**src/hdl/srp_pkg.sv**
```systemverilog
`default_nettype none

package srp_pkg;

    // result kinds
    localparam logic [1:0] KIND_TEXT = 2'd0;
    localparam logic [1:0] KIND_DONE = 2'd1;
    localparam logic [1:0] KIND_ERR  = 2'd2;

    // characters
    localparam logic [7:0] CH_LF   = 8'h0A;
    localparam logic [7:0] CH_CR   = 8'h0D;
    localparam logic [7:0] CH_SP   = 8'h20;
    localparam logic [7:0] CH_DASH = 8'h2D;
    localparam logic [7:0] CH_0    = 8'h30;
    localparam logic [7:0] CH_9    = 8'h39;

    // line layout: three code digits, then the separator slot
    localparam logic [9:0] CODE_DIGITS = 10'd3;
    localparam logic [9:0] SEP_DONE    = 10'd4;

    // line length limit
    localparam logic [10:0] LIM_RST = 11'd512;
    localparam logic [10:0] LIM_MIN = 11'd4;
    localparam logic [10:0] LIM_MAX = 11'd1024;

    localparam int unsigned QDEPTH = 4;
    localparam int unsigned QAW    = 2;

    typedef struct packed {
        logic [1:0]  kind;
        logic [7:0]  text_byte;
        logic [9:0]  reply_code;
        logic [15:0] reply_len;
        logic        last;
    } t_res;

    // beats pushed into the result queue this cycle (0, 1 or 2)
    typedef struct packed {
        logic [1:0] num;
        t_res       beat0;
        t_res       beat1;
    } t_push;

endpackage

`default_nettype wire

```
**src/hdl/srp_ifs.sv**
```systemverilog
`default_nettype none

interface srp_byte_if;
    logic       valid;
    logic       ready;
    logic [7:0] data_byte;
    modport source (output valid, output data_byte, input ready);
    modport sink   (input valid, input data_byte, output ready);
endinterface

interface srp_res_if;
    logic        valid;
    logic        ready;
    logic [1:0]  kind;
    logic [7:0]  text_byte;
    logic [9:0]  reply_code;
    logic [15:0] reply_len;
    logic        last;
    modport source (output valid, output kind, output text_byte, output reply_code,
                    output reply_len, output last, input ready);
    modport sink   (input valid, input kind, input text_byte, input reply_code,
                    input reply_len, input last, output ready);
endinterface

interface srp_cfg_if;
    logic        valid;
    logic        ready;
    logic [10:0] max_line_len;
    modport source (output valid, output max_line_len, input ready);
    modport sink   (input valid, input max_line_len, output ready);
endinterface

`default_nettype wire

```
**src/hdl/srp_res_fifo.sv**
```systemverilog
`default_nettype none

module srp_res_fifo (
    input  wire                 i_clk,
    input  wire                 i_rst_n,
    input  srp_pkg::t_push      i_push,
    output logic                o_room2,
    output logic                o_valid,
    input  wire                 i_ready,
    output srp_pkg::t_res       o_data
);

    srp_pkg::t_res r_mem [srp_pkg::QDEPTH];
    logic [srp_pkg::QAW-1:0] r_wr;
    logic [srp_pkg::QAW-1:0] r_rd;
    logic [srp_pkg::QAW:0]   r_count;
    logic [srp_pkg::QAW-1:0] wr1;
    logic                    pop;

    assign pop     = o_valid && i_ready;
    assign o_valid = (r_count != '0);
    assign o_data  = r_mem[r_rd];
    assign o_room2 = (r_count <= (srp_pkg::QAW+1)'(srp_pkg::QDEPTH - 2));
    assign wr1     = r_wr + 1'b1;

    always_ff @(posedge i_clk) begin
        if (i_push.num != 2'd0) begin
            r_mem[r_wr] <= i_push.beat0;
        end
        if (i_push.num == 2'd2) begin
            r_mem[wr1] <= i_push.beat1;
        end
    end

    always_ff @(posedge i_clk) begin
        if (!i_rst_n) begin
            r_wr    <= '0;
            r_rd    <= '0;
            r_count <= '0;
        end else begin
            r_wr    <= r_wr + srp_pkg::QAW'(i_push.num);
            r_rd    <= r_rd + srp_pkg::QAW'(pop);
            r_count <= r_count + (srp_pkg::QAW+1)'(i_push.num)
                       - (srp_pkg::QAW+1)'(pop);
        end
    end

    // a double push only lands with two free slots
    a_no_overflow: assert property (@(posedge i_clk) disable iff (!i_rst_n)
        (i_push.num == 2'd2) |-> (r_count <= (srp_pkg::QAW+1)'(srp_pkg::QDEPTH - 2)))
        else $error("result queue overflow");

endmodule

`default_nettype wire

```
**src/hdl/smtp_reply_parser.sv**
```systemverilog
// SMTP reply parser.
// Channels: i_in carries one reply byte per beat (data_byte). o_out carries
// result beats: kind 0 is a text byte, kind 1 is reply complete with
// reply_code and reply_len, kind 2 is a protocol error. last marks the final
// result beat caused by one input byte. i_cfg writes max_line_len (clamped to
// 4..1024 when written); it is always ready. It must be written only while
// idle, by the user; the block does not enforce it. Throughput: one input
// byte per cycle while i_in is ready. Parsing is done in the cycle a byte is
// accepted; its results are registered in a four-entry result queue and show
// on o_out. The queue drains one beat a cycle while o_out is ready; a byte can
// yield two beats (held CR plus text, or the kept CRLF between lines), so the
// output port bounds the sustained rate. i_in.ready is high while the queue
// has two free slots, so a stalled receiver stops input after at most four
// buffered beats and nothing is lost. Reset (synchronous, active low) clears
// the parse state, empties the queue and sets max_line_len to 512.

`default_nettype none

module smtp_reply_parser (
    input  wire        i_clk,
    input  wire        i_rst_n,
    srp_byte_if.sink   i_in,
    srp_cfg_if.sink    i_cfg,
    srp_res_if.source  o_out
);

    // parse state
    logic [10:0] r_lim;
    logic [9:0]  r_pos,   n_pos;       // bytes taken in current line
    logic [9:0]  r_code,  n_code;      // code digits so far
    logic [9:0]  r_prior, n_prior;     // reply code, 0 = none yet
    logic        r_final, n_final;     // separator was ' '
    logic        r_held,  n_held;      // CR seen, not yet emitted
    logic        r_pending, n_pending; // inter-line CRLF not yet emitted
    logic [15:0] r_total, n_total;     // reply length so far

    srp_pkg::t_push push;
    srp_pkg::t_res  q_data;
    logic           room2;
    logic           accept;
    logic [7:0]     b;
    logic [16:0]    sum;
    logic [15:0]    sat_sum;
    logic [10:0]    pos_inc;
    logic [9:0]     code_nx;
    logic           is_digit;

    function automatic srp_pkg::t_res mk_text(input logic [7:0] ch);
        srp_pkg::t_res r;
        r           = '0;
        r.kind      = srp_pkg::KIND_TEXT;
        r.text_byte = ch;
        return r;
    endfunction

    function automatic srp_pkg::t_res mk_err();
        srp_pkg::t_res r;
        r      = '0;
        r.kind = srp_pkg::KIND_ERR;
        return r;
    endfunction

    assign accept   = i_in.valid && i_in.ready;
    assign i_in.ready = room2;
    assign i_cfg.ready = 1'b1;
    assign b        = i_in.data_byte;
    assign sum      = {1'b0, r_total} + 17'(r_pos) + 17'd1;
    assign sat_sum  = sum[16] ? 16'hFFFF : sum[15:0];
    assign pos_inc  = 11'(r_pos) + 11'd1;
    assign is_digit = (b >= srp_pkg::CH_0) && (b <= srp_pkg::CH_9);
    // code*10 + digit; code stays below 100 before the third digit
    assign code_nx  = (r_code << 3) + (r_code << 1) + 10'(b - srp_pkg::CH_0);

    always_comb begin
        logic fail;
        fail      = 1'b0;
        n_pos     = r_pos;
        n_code    = r_code;
        n_prior   = r_prior;
        n_final   = r_final;
        n_held    = r_held;
        n_pending = r_pending;
        n_total   = r_total;
        push      = '0;

        if (accept) begin
            if (r_held && r_pos < srp_pkg::CODE_DIGITS) begin
                // CR inside the code: short or empty line
                fail = 1'b1;
            end else if (r_held && b == srp_pkg::CH_LF) begin
                if (r_pos == srp_pkg::SEP_DONE || r_final) begin
                    // last line done: report code and length, restart
                    n_pos      = '0;
                    n_code     = '0;
                    n_prior    = '0;
                    n_final    = 1'b0;
                    n_held     = 1'b0;
                    n_pending  = 1'b0;
                    n_total    = '0;
                    push.num   = 2'd1;
                    push.beat0 = '0;
                    push.beat0.kind       = srp_pkg::KIND_DONE;
                    push.beat0.reply_code = r_code;
                    push.beat0.reply_len  = sat_sum;
                end else begin
                    n_total   = sat_sum;
                    n_pending = 1'b1;
                    n_pos     = '0;
                    n_code    = '0;
                    n_held    = 1'b0;
                    n_final   = 1'b0;
                end
            end else if (r_held && r_pos == srp_pkg::SEP_DONE) begin
                // CR in separator slot without LF
                fail = 1'b1;
            end else if (pos_inc >= r_lim) begin
                fail = 1'b1;
            end else if (r_pos < srp_pkg::CODE_DIGITS) begin
                if (b == srp_pkg::CH_CR) begin
                    n_held = 1'b1;
                    n_pos  = r_pos + 10'd1;
                end else if (is_digit) begin
                    n_code = code_nx;
                    n_pos  = r_pos + 10'd1;
                    if (r_pos == srp_pkg::CODE_DIGITS - 10'd1) begin
                        if (r_prior != '0 && code_nx != r_prior) begin
                            fail = 1'b1;
                        end else begin
                            n_prior = code_nx;
                        end
                    end
                end else begin
                    fail = 1'b1;
                end
            end else if (r_pos == srp_pkg::CODE_DIGITS) begin
                if (b == srp_pkg::CH_CR) begin
                    n_held = 1'b1;
                    n_pos  = r_pos + 10'd1;
                end else if (b == srp_pkg::CH_SP || b == srp_pkg::CH_DASH) begin
                    n_final = (b == srp_pkg::CH_SP);
                    if (r_pending) begin
                        // release the CRLF of the previous line
                        push.num   = 2'd2;
                        push.beat0 = mk_text(srp_pkg::CH_CR);
                        push.beat1 = mk_text(srp_pkg::CH_LF);
                        n_pending  = 1'b0;
                    end
                    n_pos = r_pos + 10'd1;
                end else begin
                    fail = 1'b1;
                end
            end else begin
                // text slot; a bare CR goes out ahead of the byte after it
                n_pos = r_pos + 10'd1;
                if (r_held) begin
                    n_held = (b == srp_pkg::CH_CR);
                    if (b == srp_pkg::CH_CR) begin
                        push.num   = 2'd1;
                        push.beat0 = mk_text(srp_pkg::CH_CR);
                    end else begin
                        push.num   = 2'd2;
                        push.beat0 = mk_text(srp_pkg::CH_CR);
                        push.beat1 = mk_text(b);
                    end
                end else if (b == srp_pkg::CH_CR) begin
                    n_held = 1'b1;
                end else begin
                    push.num   = 2'd1;
                    push.beat0 = mk_text(b);
                end
            end

            if (fail) begin
                n_pos      = '0;
                n_code     = '0;
                n_prior    = '0;
                n_final    = 1'b0;
                n_held     = 1'b0;
                n_pending  = 1'b0;
                n_total    = '0;
                push.num   = 2'd1;
                push.beat0 = mk_err();
            end

            if (push.num == 2'd1) begin
                push.beat0.last = 1'b1;
            end else if (push.num == 2'd2) begin
                push.beat1.last = 1'b1;
            end
        end
    end

    always_ff @(posedge i_clk) begin
        if (!i_rst_n) begin
            r_lim     <= srp_pkg::LIM_RST;
            r_pos     <= '0;
            r_code    <= '0;
            r_prior   <= '0;
            r_final   <= 1'b0;
            r_held    <= 1'b0;
            r_pending <= 1'b0;
            r_total   <= '0;
        end else begin
            if (i_cfg.valid && i_cfg.ready) begin
                if (i_cfg.max_line_len < srp_pkg::LIM_MIN) begin
                    r_lim <= srp_pkg::LIM_MIN;
                end else if (i_cfg.max_line_len > srp_pkg::LIM_MAX) begin
                    r_lim <= srp_pkg::LIM_MAX;
                end else begin
                    r_lim <= i_cfg.max_line_len;
                end
            end
            r_pos     <= n_pos;
            r_code    <= n_code;
            r_prior   <= n_prior;
            r_final   <= n_final;
            r_held    <= n_held;
            r_pending <= n_pending;
            r_total   <= n_total;
        end
    end

    srp_res_fifo u_res_fifo (
        .i_clk   (i_clk),
        .i_rst_n (i_rst_n),
        .i_push  (push),
        .o_room2 (room2),
        .o_valid (o_out.valid),
        .i_ready (o_out.ready),
        .o_data  (q_data)
    );

    assign o_out.kind       = q_data.kind;
    assign o_out.text_byte  = q_data.text_byte;
    assign o_out.reply_code = q_data.reply_code;
    assign o_out.reply_len  = q_data.reply_len;
    assign o_out.last       = q_data.last;

    // a held CR is itself counted, so the line position is never zero with it
    a_held_pos: assert property (@(posedge i_clk) disable iff (!i_rst_n)
        r_held |-> (r_pos != '0))
        else $error("held CR with empty line");

    // the last-line flag only exists past the separator slot
    a_final_pos: assert property (@(posedge i_clk) disable iff (!i_rst_n)
        r_final |-> (r_pos >= srp_pkg::SEP_DONE))
        else $error("final flag before separator");

    // an accepted byte either advances the line, wraps it, or reports
    a_progress: assert property (@(posedge i_clk) disable iff (!i_rst_n)
        (accept && push.num == 2'd0) |=> (r_pos != $past(r_pos) || r_pending))
        else $error("byte consumed without effect");

endmodule

`default_nettype wire
```
**src/flat_wrapper.sv**
```systemverilog
// flat-port wrapper written by rule: the top's interface ports become plain ports
module smtp_reply_parser_flat 
  (i_clk, i_rst_n, i_in_valid, i_in_data_byte, i_in_ready, i_cfg_valid, i_cfg_max_line_len, i_cfg_ready, o_out_valid, o_out_kind, o_out_text_byte, o_out_reply_code, o_out_reply_len, o_out_last, o_out_ready);
  srp_byte_if i_in_i ();
  srp_cfg_if i_cfg_i ();
  srp_res_if o_out_i ();
  input  wire i_clk;
  input  wire i_rst_n;
  input wire logic [$bits(i_in_i.valid)-1:0] i_in_valid;
  input wire logic [$bits(i_in_i.data_byte)-1:0] i_in_data_byte;
  output wire logic [$bits(i_in_i.ready)-1:0] i_in_ready;
  input wire logic [$bits(i_cfg_i.valid)-1:0] i_cfg_valid;
  input wire logic [$bits(i_cfg_i.max_line_len)-1:0] i_cfg_max_line_len;
  output wire logic [$bits(i_cfg_i.ready)-1:0] i_cfg_ready;
  output wire logic [$bits(o_out_i.valid)-1:0] o_out_valid;
  output wire logic [$bits(o_out_i.kind)-1:0] o_out_kind;
  output wire logic [$bits(o_out_i.text_byte)-1:0] o_out_text_byte;
  output wire logic [$bits(o_out_i.reply_code)-1:0] o_out_reply_code;
  output wire logic [$bits(o_out_i.reply_len)-1:0] o_out_reply_len;
  output wire logic [$bits(o_out_i.last)-1:0] o_out_last;
  input wire logic [$bits(o_out_i.ready)-1:0] o_out_ready;
  assign i_in_i.valid = i_in_valid;
  assign i_in_i.data_byte = i_in_data_byte;
  assign i_in_ready = i_in_i.ready;
  assign i_cfg_i.valid = i_cfg_valid;
  assign i_cfg_i.max_line_len = i_cfg_max_line_len;
  assign i_cfg_ready = i_cfg_i.ready;
  assign o_out_valid = o_out_i.valid;
  assign o_out_kind = o_out_i.kind;
  assign o_out_text_byte = o_out_i.text_byte;
  assign o_out_reply_code = o_out_i.reply_code;
  assign o_out_reply_len = o_out_i.reply_len;
  assign o_out_last = o_out_i.last;
  assign o_out_i.ready = o_out_ready;
  smtp_reply_parser u_core (.i_clk(i_clk), .i_rst_n(i_rst_n), .i_in(i_in_i), .i_cfg(i_cfg_i), .o_out(o_out_i));
endmodule
```
**config.mk**
```make
export PLATFORM = sky130hd
export DESIGN_NAME = smtp_reply_parser_flat
export DESIGN_NICKNAME = d
export VERILOG_FILES = /design/src/hdl/srp_pkg.sv /design/src/hdl/srp_ifs.sv /design/src/hdl/srp_res_fifo.sv /design/src/hdl/smtp_reply_parser.sv /design/src/flat_wrapper.sv
export SDC_FILE = /design/constraint.sdc
export NUM_CORES = 1
export LEC_CHECK = 0
export BUFFER_PORTS_ARGS = -buffer_cell sky130_fd_sc_hd__buf_2
export CAP_MARGIN = 20
export CORE_MARGIN = 5
export CORE_UTILIZATION = 25
export CTS_BUF_LIST = sky130_fd_sc_hd__clkbuf_16
export DETAILED_ROUTE_END_ITERATION = 7
export GPL_ROUTABILITY_DRIVEN = 0
export PLACE_DENSITY = 0.36
export SKIP_LAST_GASP = 1
export SYNTH_ARGS = -nofsm -noshare
export SYNTH_HDL_FRONTEND = slang
export SYNTH_HIERARCHICAL = 1
export SYNTH_SLANG_ARGS = --single-unit
```
**constraint.sdc**
```tcl
create_clock -name i_clk -period 11.4 [get_ports i_clk]
set_input_delay 2.28 -clock i_clk [delete_from_list [all_inputs] [get_ports i_clk]]
set_output_delay 2.28 -clock i_clk [all_outputs]
set_load 0.01 [all_outputs]
```
### Word level (Yosys, flattened, before mapping)

Memory sizes are Yosys's and may differ from the RTL's. A register that Yosys moved wholly into a read port is not among the register bits.
Cells that the tools add are included.

| cells by class | value |
|---|---|
| $add $sub $neg | 12 |
| magnitude comparators | 7 |
| equal/unequal tests | 20 |
| mux-type cells | 106 |
| reduce and logical (&&, ||, !) cells | 24 |

Operators by type and width:

| kind | number |
|---|---|
| 76-bit two-way mux | 9 |
| 10-bit two-way mux | 30 |
| 39-bit two-way mux | 5 |
| 16-bit two-way mux | 5 |
| 38-bit two-way mux | 2 |
| 35-bit two-way mux | 2 |
| 1-bit two-way mux | 49 |
| 37-bit two-way mux | 1 |
| 11-bit two-way mux | 2 |
| 10-bit adder | 2 |
| 10-bit by 2-bit equality test with 1-bit output, second input constant | 2 |
| 3-bit nonzero test | 6 |
| 16-bit by 10-bit adder with 17-bit output | 1 |
| 17-bit by 1-bit adder with 17-bit output, second input constant | 1 |
| 8-bit by 4-bit equality test with 1-bit output, second input constant | 2 |
| 8-bit by 6-bit equality test with 1-bit output, second input constant | 2 |
| 3-bit by 2-bit != test with 1-bit output, second input constant | 4 |
| 10-bit by 1-bit adder with 11-bit output, second input constant | 1 |
| 11-bit greater-or-equal comparator | 1 |
| 11-bit > comparator, second input constant | 1 |
| 11-bit by 3-bit less-than comparator with 1-bit output, second input constant | 1 |
| 10-bit by 1-bit adder with 10-bit output, second input constant | 1 |
| 10-bit by 3-bit equality test with 1-bit output, second input constant | 1 |
| 10-bit by 2-bit less-than comparator with 1-bit output, second input constant | 1 |
| 27 further kinds | 37 |

| storage, ports and cells | value |
|---|---|
| flip-flop bits (word level) | 67 |
| RAM bits | 148 |
| output and inout port bits | 40 |
| memories kept | 1 |

Memories:

| memory | depth | width | rd ports | clocked after Yosys merged registers in | wr ports | line | text |
|---|---|---|---|---|---|---|---|
| u_core.u_res_fifo.r_mem | 4 | 37 | 1 | 1 | 2 | srp_res_fifo.sv:13 | `srp_pkg::t_res r_mem [srp_pkg::QDEPTH];` |

### Logic depth before layout (Yosys ltp)

Gate-level depths: netlist (run 1).

| logic depth | value |
|---|---|
| word-level depth | 23 |
| mapped depth | 22 |
| mapped depth without buffers | 19 |

### By module

The synthesis (run 1) kept the hierarchy.

Modules (own cells, without submodules):

| module | times used | cells an instance | area each (sq um) | seq. area each (sq um) |
|---|---|---|---|---|
| srp_res_fifo | 1 | 403 | 7,817.5 | 4,584.4 |
| smtp_reply_parser | 1 | 675 | 5,171.2 | 1,201.2 |

### Least setup slack after synthesis (run 1)

No wires, ideal clock.

| timing path | value |
|---|---|
| kind | input -> register |
| from | in i_in_data_byte[4] |
| to | mem u_core/u_res_fifo/r_mem[0][0] (netlist name), enable pin |
| arrival | 8.348 ns |
| required time | 10.913 ns |
| path slack | 2.565 ns |
| stages on the path | 16 |
| cells stage by stage | ha_1 nor3_1 fa_1 ha_1 buf_2 xnor2_1 o211ai_1 nand4b_1 or4_4 o31ai_4 nand2_2 buf_2 nor3_1 buf_2 nor2_1 o31ai_1 |

RTL lines:

| element | line | text |
|---|---|---|
| start: declaration | flat_wrapper.sv:10 | `input wire logic [$bits(i_in_i.data_byte)-1:0] i_in_data_byte;` |
| end: declaration | srp_res_fifo.sv:13 |  |

==> summary.md, run 1 <==
| Metric | Value |
|---|---|
| Status | `finished clean` |
| Placed Cells | `1,885` |
| Routed len/inst | `19.04 um` |
| Post-route clock period utilization | `68.75%` |
| EDFF count, synth | `148` |
| Setup CP Type | `in -> reg` |
| H-tree levels | `1` |
| Later-pin clock latency in the skew report | `570 ps` |
| Startpoint types | `primary input` |
| Required time worst endpoint | `11,620 ps` |
| Syn Area/Cell | `12.05 um^2` |
| CP cell instances | `buf_2 > ha_1 > nor3_1 > fa_1 > ha_1 > xnor2_1 > o211ai_1 > nand4b_1 > or4_4 > o31ai_4 > nand2_2 > nor3_1 > and4bb_2 > buf_4 > o21bai_4 > buf_4` |
| Post-Syn Area | `12,990 um^2` |
| Largest net degree at the start of global routing | `49` |
| Row count | `83` |
| Antenna cells | `0` |
| Via count | `8,653` |
| Final setup vio count | `0` |
| First-pass DRT Iterations | `4` |
| P per Cell Area | `145.4 nW/um^2` |
| Critical path origin | `i_in_data_byte[4]` |
| P_leak | `6.002 nW` |
| Setup slack at placement | `2965 ps` |
| NumNets Final | `1,310` |
| Reg2Reg Setup Slack | `4690 ps` |
| Die area | `56,610 um^2` |
| Ys async rst share | `0%` |
| Synthesized flop and latch total | `215` |
| Worst setup margin | `3563 ps` |
| Buffers on Ports | `62` |
| Critical Path AT | `8060 ps` |
| HPWL after DPL | `25.45 mm` |
| Hold Path End | `u_core/r_code[4]` |
| CP max FO | `38` |
| Vias in the first global route | `8,985` |
| Critical path capture point type | `flop` |
| Max Fclk | `127.6 MHz` |
| R2r worst-path depth | `16` |
| All-Layer GR Usage | `12.92%` |
| Initial antenna violation count | `3` |
| Post-Synthesis Cells | `1,078` |
| Hold path start | `u_core/r_code[4]` |
| Post-CTS setup buffer count | `0` |
| Routed WL | `36.91 mm` |
| Avg Vias per Cell | `4.465` |
| Global-route wire length before repair | `57.13 mm` |
| Max_slew headroom | `33.99%` |
| GRT overflow | `0` |
| RSZ-0062 raised after global routing | `no` |
| Min-Delay Path Depth | `2` |
| Worst slew pin tran | `984.2 ps` |
| Final hold vios | `0` |
| Core footprint | `51,410 um^2` |
| Slowest Stage Delay on Critical Path | `790 ps` |
| YS warnings | `6` |
| Share of layout cells above drive strength 1 | `25.83%` |
| # hold bufs at CTS | `0` |
| Num CTS Buffers | `29` |
| Cell variety after synth | `86` |
| Area grow syn2layout | `17.20%` |
| Register area share after synthesis | `44.54%` |
| Tmin final | `7837 ps` |
| Detailed Route Iter0 Violations | `495` |
| Setup_tns | `0 ps` |
| Synth Flop Type | `edfxtp_1` |
| Residual DRC | `0` |
| Finished Layout Cells | `1,938` |
| Worst R2R Start | `u_core/r_pos[1]` |
| HP Class | `reg -> reg` |
| CTS resizes | `0` |
| Worst VDD drop | `0.08330 mV` |
| Pins Over Slew Limit | `0` |
| Io pins | `64` |
| Slowest cell on crit path | `nor3_1` |
| Maxcap violations | `0` |
| TritonCTS clock tree | `built` |
| RR Endpoint | `u_core/u_res_fifo/r_mem[2][26]` |
| Clock Pin Slew Worst Setup and Hold Paths | `50 ps` |
| Clock sinks | `215` |
| Initial Util | `25.27%` |
| Max Root-Sink Buffers | `3` |
| Fin Clk Skew | `16.42 ps` |
| Post-route ant nets | `0` |
| Die X | `237.9 um` |
| Clock root buffer | `clkbuf_16` |
| Die H | `237.9 um` |
-- synth_stat cells, types with 7 or more instances --
library cell	n	area share, %
mux4_2	37	6.4
nand2b_1	19	0.92
nor3_1	21	0.81
buf_2	17	0.66
and3_1	12	0.58
edfxtp_1	148	34
dfxtp_1	67	10
a21oi_1	60	2.3
a22o_1	8	0.54
clkbuf_1	30	0.87
and2_1	21	1.0
nor4_1	10	0.48
mux2_2	86	7.5
mux2_4	49	5.7
inv_1	50	1.4
o22ai_1	7	0.34
o21a_1	9	0.52
ha_1	41	3.9
nand2_1	68	2.0
a21o_1	7	0.40
nand3_1	21	0.81
nor2_1	55	1.6
xor2_1	15	1.0
xnor2_1	16	1.1
buf_6	11	0.95
mux2_1	13	1.1
or3_1	24	1.2
a2bb2oi_1	7	0.47
o21ai_0	13	0.50
mux2i_1	8	0.62
fa_1	9	1.4
-- layout make-up --
cell class | instances | area, um^2
Multi-Input combinational cell | 859 | 7101
Clock inverter | 24 | 121.4
Timing Repair Buffer | 80 | 445.4
Tap cell | 680 | 850.8
Fill cell | 5347 | 36180
Inverter | 51 | 191.4
Sequential cell | 215 | 5788
Clock buffer | 29 | 725.7
-- metrics by stage --
step	hold WS, ps	util, %	power [W]	cell area [um^2]
after floorplan	427.3	-	0.001243	13410
after global placement	444.2	27.97	0.001431	14380
after detailed placement	450.9	27.97	0.001430	14380
after CTS	458.7	29.61	0.002274	15220
after global routing	468.1	29.61	0.002343	15220
final	456.7	29.61	0.002214	15220
-- per-layer routing --
layer	vias up	routed length (um)	global-route usage (%)
li1	4253	-	-
met5	-	28	0
met4	4	693	2.519
met2	107	17410	21.50
met1	4243	17590	17.91
met3	46	1189	2.161
-- cells by family (layout without fill, tap and decap cells) --
group           count (synthesis)  count (layout)  share of synthesized area [%]
buf+inv                       115             184                          4.412
simple gates                  296             296                          12.41
fa+ha+maj                      50              50                          5.337
xor+xnor                       35              35                          2.784
other cells                     2             113                        0.05782
mux                           193             193                          21.28
compound gates                172             172                          9.180
flops                         215             215                          44.54
-- flip-flops by register name, summed over array words and instances (netlist names) --
register / flops
u_core/r_prior: 10
u_core/r_held: 1
u_core/r_final: 1
u_core/r_total: 16
u_core/u_res_fifo/r_wr: 2
u_core/u_res_fifo/r_count: 3
u_core/r_code: 10
u_core/r_pending: 1
u_core/r_lim: 11
u_core/r_pos: 10
u_core/u_res_fifo/r_mem: 148
u_core/u_res_fifo/r_rd: 2
-- worst max-delay path, delay by kind of cell --
kind                     cells  cell delay, ps
adder cells (fa/ha/maj)      3            1180
AO/OA/AOI/OAI                3             830
AND/OR/NAND/NOR              6            2350
buffers and inverters        3            1140
XOR/XNOR                     1             210
-- report_power, final --
part | internal [W] | switching (W) | leakage [nW] | total [W]
sequential | 0.000896 | 0.0000442 | 2.09 | 0.000940
clock | 0.000460 | 0.000360 | 0.451 | 0.000820
combinational | 0.000201 | 0.000253 | 3.46 | 0.000454
-- cells in the final DEF, fill, tap and decap left out, drive strengths merged, types with 12 or more instances in the layout --
master and count:
a21oi 61, buf 80, and2 21, nand2 71
mux4 37, clkinv 16, o21ai 19, dfxtp 67
conb 113, ha 41, nor2 56, nor3 23
edfxtp 148, inv 59, nand2b 19, xnor2 16
nand3 21, mux2 148, or3 24, and3 12
xor2 15, clkbuf 29
-- worst max path at each step --
stage / end / slack, ps
after CTS: u_core/u_res_fifo/r_mem[2][34] / 3530
after detailed placement: u_core/u_res_fifo/r_mem[2][22] / 2970
final: u_core/u_res_fifo/r_mem[2][26] / 3560
after global routing: u_core/u_res_fifo/r_mem[2][23] / 3250
after global placement: u_core/u_res_fifo/r_mem[2][22] / 3020
after floorplan: u_core/u_res_fifo/r_mem[0][0] / 2570
Note: power is estimated with default switching activity, not from simulation.
==> run 2, diff against run 1 <==
--- a/config.mk
+++ b/config.mk
@@ -5,6 +5,7 @@
 export SDC_FILE = /design/constraint.sdc
 export NUM_CORES = 1
 export LEC_CHECK = 0
+export ABC_AREA = 1
 export BUFFER_PORTS_ARGS = -buffer_cell sky130_fd_sc_hd__buf_2
 export CAP_MARGIN = 20
 export CORE_MARGIN = 5
==> constraint.sdc (replaced) <==
create_clock -name i_clk -period 7.7 [get_ports i_clk]
set_input_delay 1.54 -clock i_clk [delete_from_list [all_inputs] [get_ports i_clk]]
set_output_delay 1.54 -clock i_clk [all_outputs]
set_load 0.01 [all_outputs]
==> summary.md, run 2 <==
| Metric | Value |
|---|---|
| Commonest non-fill, non-tap cells in the layout | `nand2_1 (366), nor2_1 (218), inv_1 (174), edfxtp_1 (148), o21ai_0 (119)` |
| Antenna cells | `0` |
| P per Cell Area | `258.5 nW/um^2` |
| Layout fillers | `5,651` |
| Cell variety after synth | `51` |
| Synthesized flop and latch total | `215` |
| Post-route clock period utilization | `75.18%` |
| TritonCTS clock tree | `built` |
| Slowest cell on crit path | `o31ai_4` |
| Routed WL | `40.48 mm` |
| Post-route ant nets | `0` |
| NumNets Final | `1,798` |
| EDFF count, synth | `148` |
| YS warnings | `6` |
| Critical path capture point type | `flop` |
| Share of layout cells above drive strength 1 | `11.68%` |
| Top cell type's share of synthesized area | `34.01%` |
| Max Fclk | `172.8 MHz` |
| Max Root-Sink Buffers | `3` |
| Clock Pin Slew Worst Setup and Hold Paths | `60 ps` |
| Tmin final | `5789 ps` |
| RSZ-0062 raised after global routing | `no` |
| Via count | `10,844` |
| HPWL after DPL | `28.28 mm` |
| Die X | `238.6 um` |
| Global-route wire length before repair | `63.43 mm` |
| Pins Over Slew Limit | `0` |
| Synth Flop Type | `edfxtp_1` |
| Worst VDD drop | `0.1507 mV` |
| Initial antenna violation count | `1` |
| Most common library cell in the layout ignoring fill and taps | `nand2_1` |
| Routed len/inst | `16.69 um` |
| Row count | `83` |
| Final hold vios | `0` |
| Final setup vio count | `0` |
| Later-pin clock latency in the skew report | `560 ps` |
| Top post-synthesis cells by count | `nand2_1 (366), nor2_1 (218), inv_1 (163), edfxtp_1 (148), o21ai_0 (119)` |
| Max_slew headroom | `31.80%` |
| Residual DRC | `0` |
| Buffers and inverters on the worst path | `8` |
| # hold bufs at CTS | `0` |
| Die H | `238.6 um` |
| Maxcap violations | `0` |
| Buffers on Ports | `62` |
| CP top delay family | `simple AND/OR/NAND/NOR gates` |
| Required time worst endpoint | `7950 ps` |
| Clock sinks | `215` |
| Num CTS Buffers | `28` |
| Slowest Stage Delay on Critical Path | `860 ps` |
| Detailed Route Iter0 Violations | `574` |
| CP most frequent cell | `nand2_1` |
| Initial Util | `25.37%` |
| Setup_tns | `0 ps` |
| HP Class | `reg -> reg` |
| Avg Vias per Cell | `4.470` |
| Register area share after synthesis | `44.28%` |
| Critical Path AT | `6040 ps` |
| All-Layer GR Usage | `14.01%` |
| Status | `finished clean` |
| Post-Syn Area | `13,070 um^2` |
| Worst slew pin tran | `1023 ps` |
| Io pins | `64` |
| P_leak | `5.823 nW` |
| Top-count cell post-synth | `nand2_1` |
| Startpoint types | `primary input` |
| Largest register by flop count | `u_core/u_res_fifo/r_mem` |
| Core footprint | `51,510 um^2` |
| Leading area contributor after synthesis | `edfxtp_1` |
| Post-Synthesis Cells | `1,659` |
| Fin Clk Skew | `12.19 ps` |
| GRT overflow | `0` |
| Synth top area cells | `edfxtp_1 (34%), nand2_1 (11%), dfxtp_1 (10%)` |
| Post-CTS setup buffer count | `0` |
| Vias in the first global route | `10,714` |
| Setup CP Type | `in -> reg` |
| Die area | `56,940 um^2` |
| H-tree levels | `1` |
| Syn Area/Cell | `7.876 um^2` |
| First-pass DRT Iterations | `5` |
| Max reg flops | `148` |
| Fin util | `29.17%` |
| CTS resizes | `0` |
| Biggest regs | `u_core/u_res_fifo/r_mem (148), u_core/r_total (16), u_core/r_lim (11)` |
| Clock root buffer | `clkbuf_16` |
| Area grow syn2layout | `15.01%` |
| Largest net degree at the start of global routing | `79` |
| Ys async rst share | `0%` |
| CP max FO | `23` |
==> run 2: cell count changes after synthesis, sizes merged, moves of 30 or more <==
cell   previous run  this run
nand2            71       371
o21ai            19       253
nor2             56       228
mux2            148         0
inv              51       185
nand3            21        83
mux4             37         0
o22ai             7        37
==> run 2: tightest hold or removal path: stages, from the launching register on <==
cell,delay (ps)
dfxtp_1,310
nand2_1,60
a21oi_1,50
==> run 2: layout make-up <==
cell class              instances  area (um^2)  area share [%]
inverters                     188        705.7           4.696
repair buffers                 86        515.5           3.430
well taps                     680        850.8           5.662
clock inverters                23        176.4           1.174
flip-flops and latches        215         5787           38.51
clock buffers                  29        725.7           4.829
multi-input cells            1205         6266           41.70
==> run 2: metrics by stage <==
stage	hold slack [ps]	setup slack, ps	instances	area [um^2]	total power [W]
floorplan	430.2	26.67	1686	13170	0.002207
global placement	449.2	1365	2374	14120	0.002659
detailed placement	457.7	1296	2374	14120	0.002654
CTS	467.2	1857	2426	15030	0.003967
global route	480.8	1446	2426	15030	0.004150
finish	465.1	1911	2426	15030	0.003884
==> run 2: path summary, 6_finish.rpt <==
check | startpoint | end | slack [ps] | cells past startpoint
max | i_in_data_byte[4] | u_core/u_res_fifo/r_mem[1][31] | 1910 | 29
min | u_core/r_code[9] | u_core/r_code[9] | 470 | 2
max reg2reg | u_core/r_pos[1] | u_core/u_res_fifo/r_mem[1][31] | 2200 | 22
min reg2reg | u_core/r_code[9] | u_core/r_code[9] | 470 | 2
==> run 2: cells by family after synthesis <==
logic type / Yosys count / share of synthesized area (%)
other: 2 / 0.05748
AND/OR/NAND/NOR: 739 / 24.08
XOR/XNOR: 24 / 1.609
adder cells (fa/ha/maj): 50 / 5.305
AO/OA/AOI/OAI: 363 / 15.65
flip-flops: 215 / 44.28
buffers and inverters: 266 / 9.020
==> run 2: power by group <==
group | leakage (nW) | total, W | switching, W | internal (W)
combinational | 3.40 | 0.00114 | 0.000794 | 0.000350
clock | 0.477 | 0.00129 | 0.000515 | 0.000773
sequential | 1.95 | 0.00145 | 0.0000658 | 0.00139
==> run 2: layer usage <==
metal	part of all wire, %	vias to the layer above	track usage (%)
met2	48	175	24.12
li1	-	5677	-
met3	3.9	40	1.823
met4	1.2	2	2.487
met1	47	4950	19.12
met5	0.032	-	0
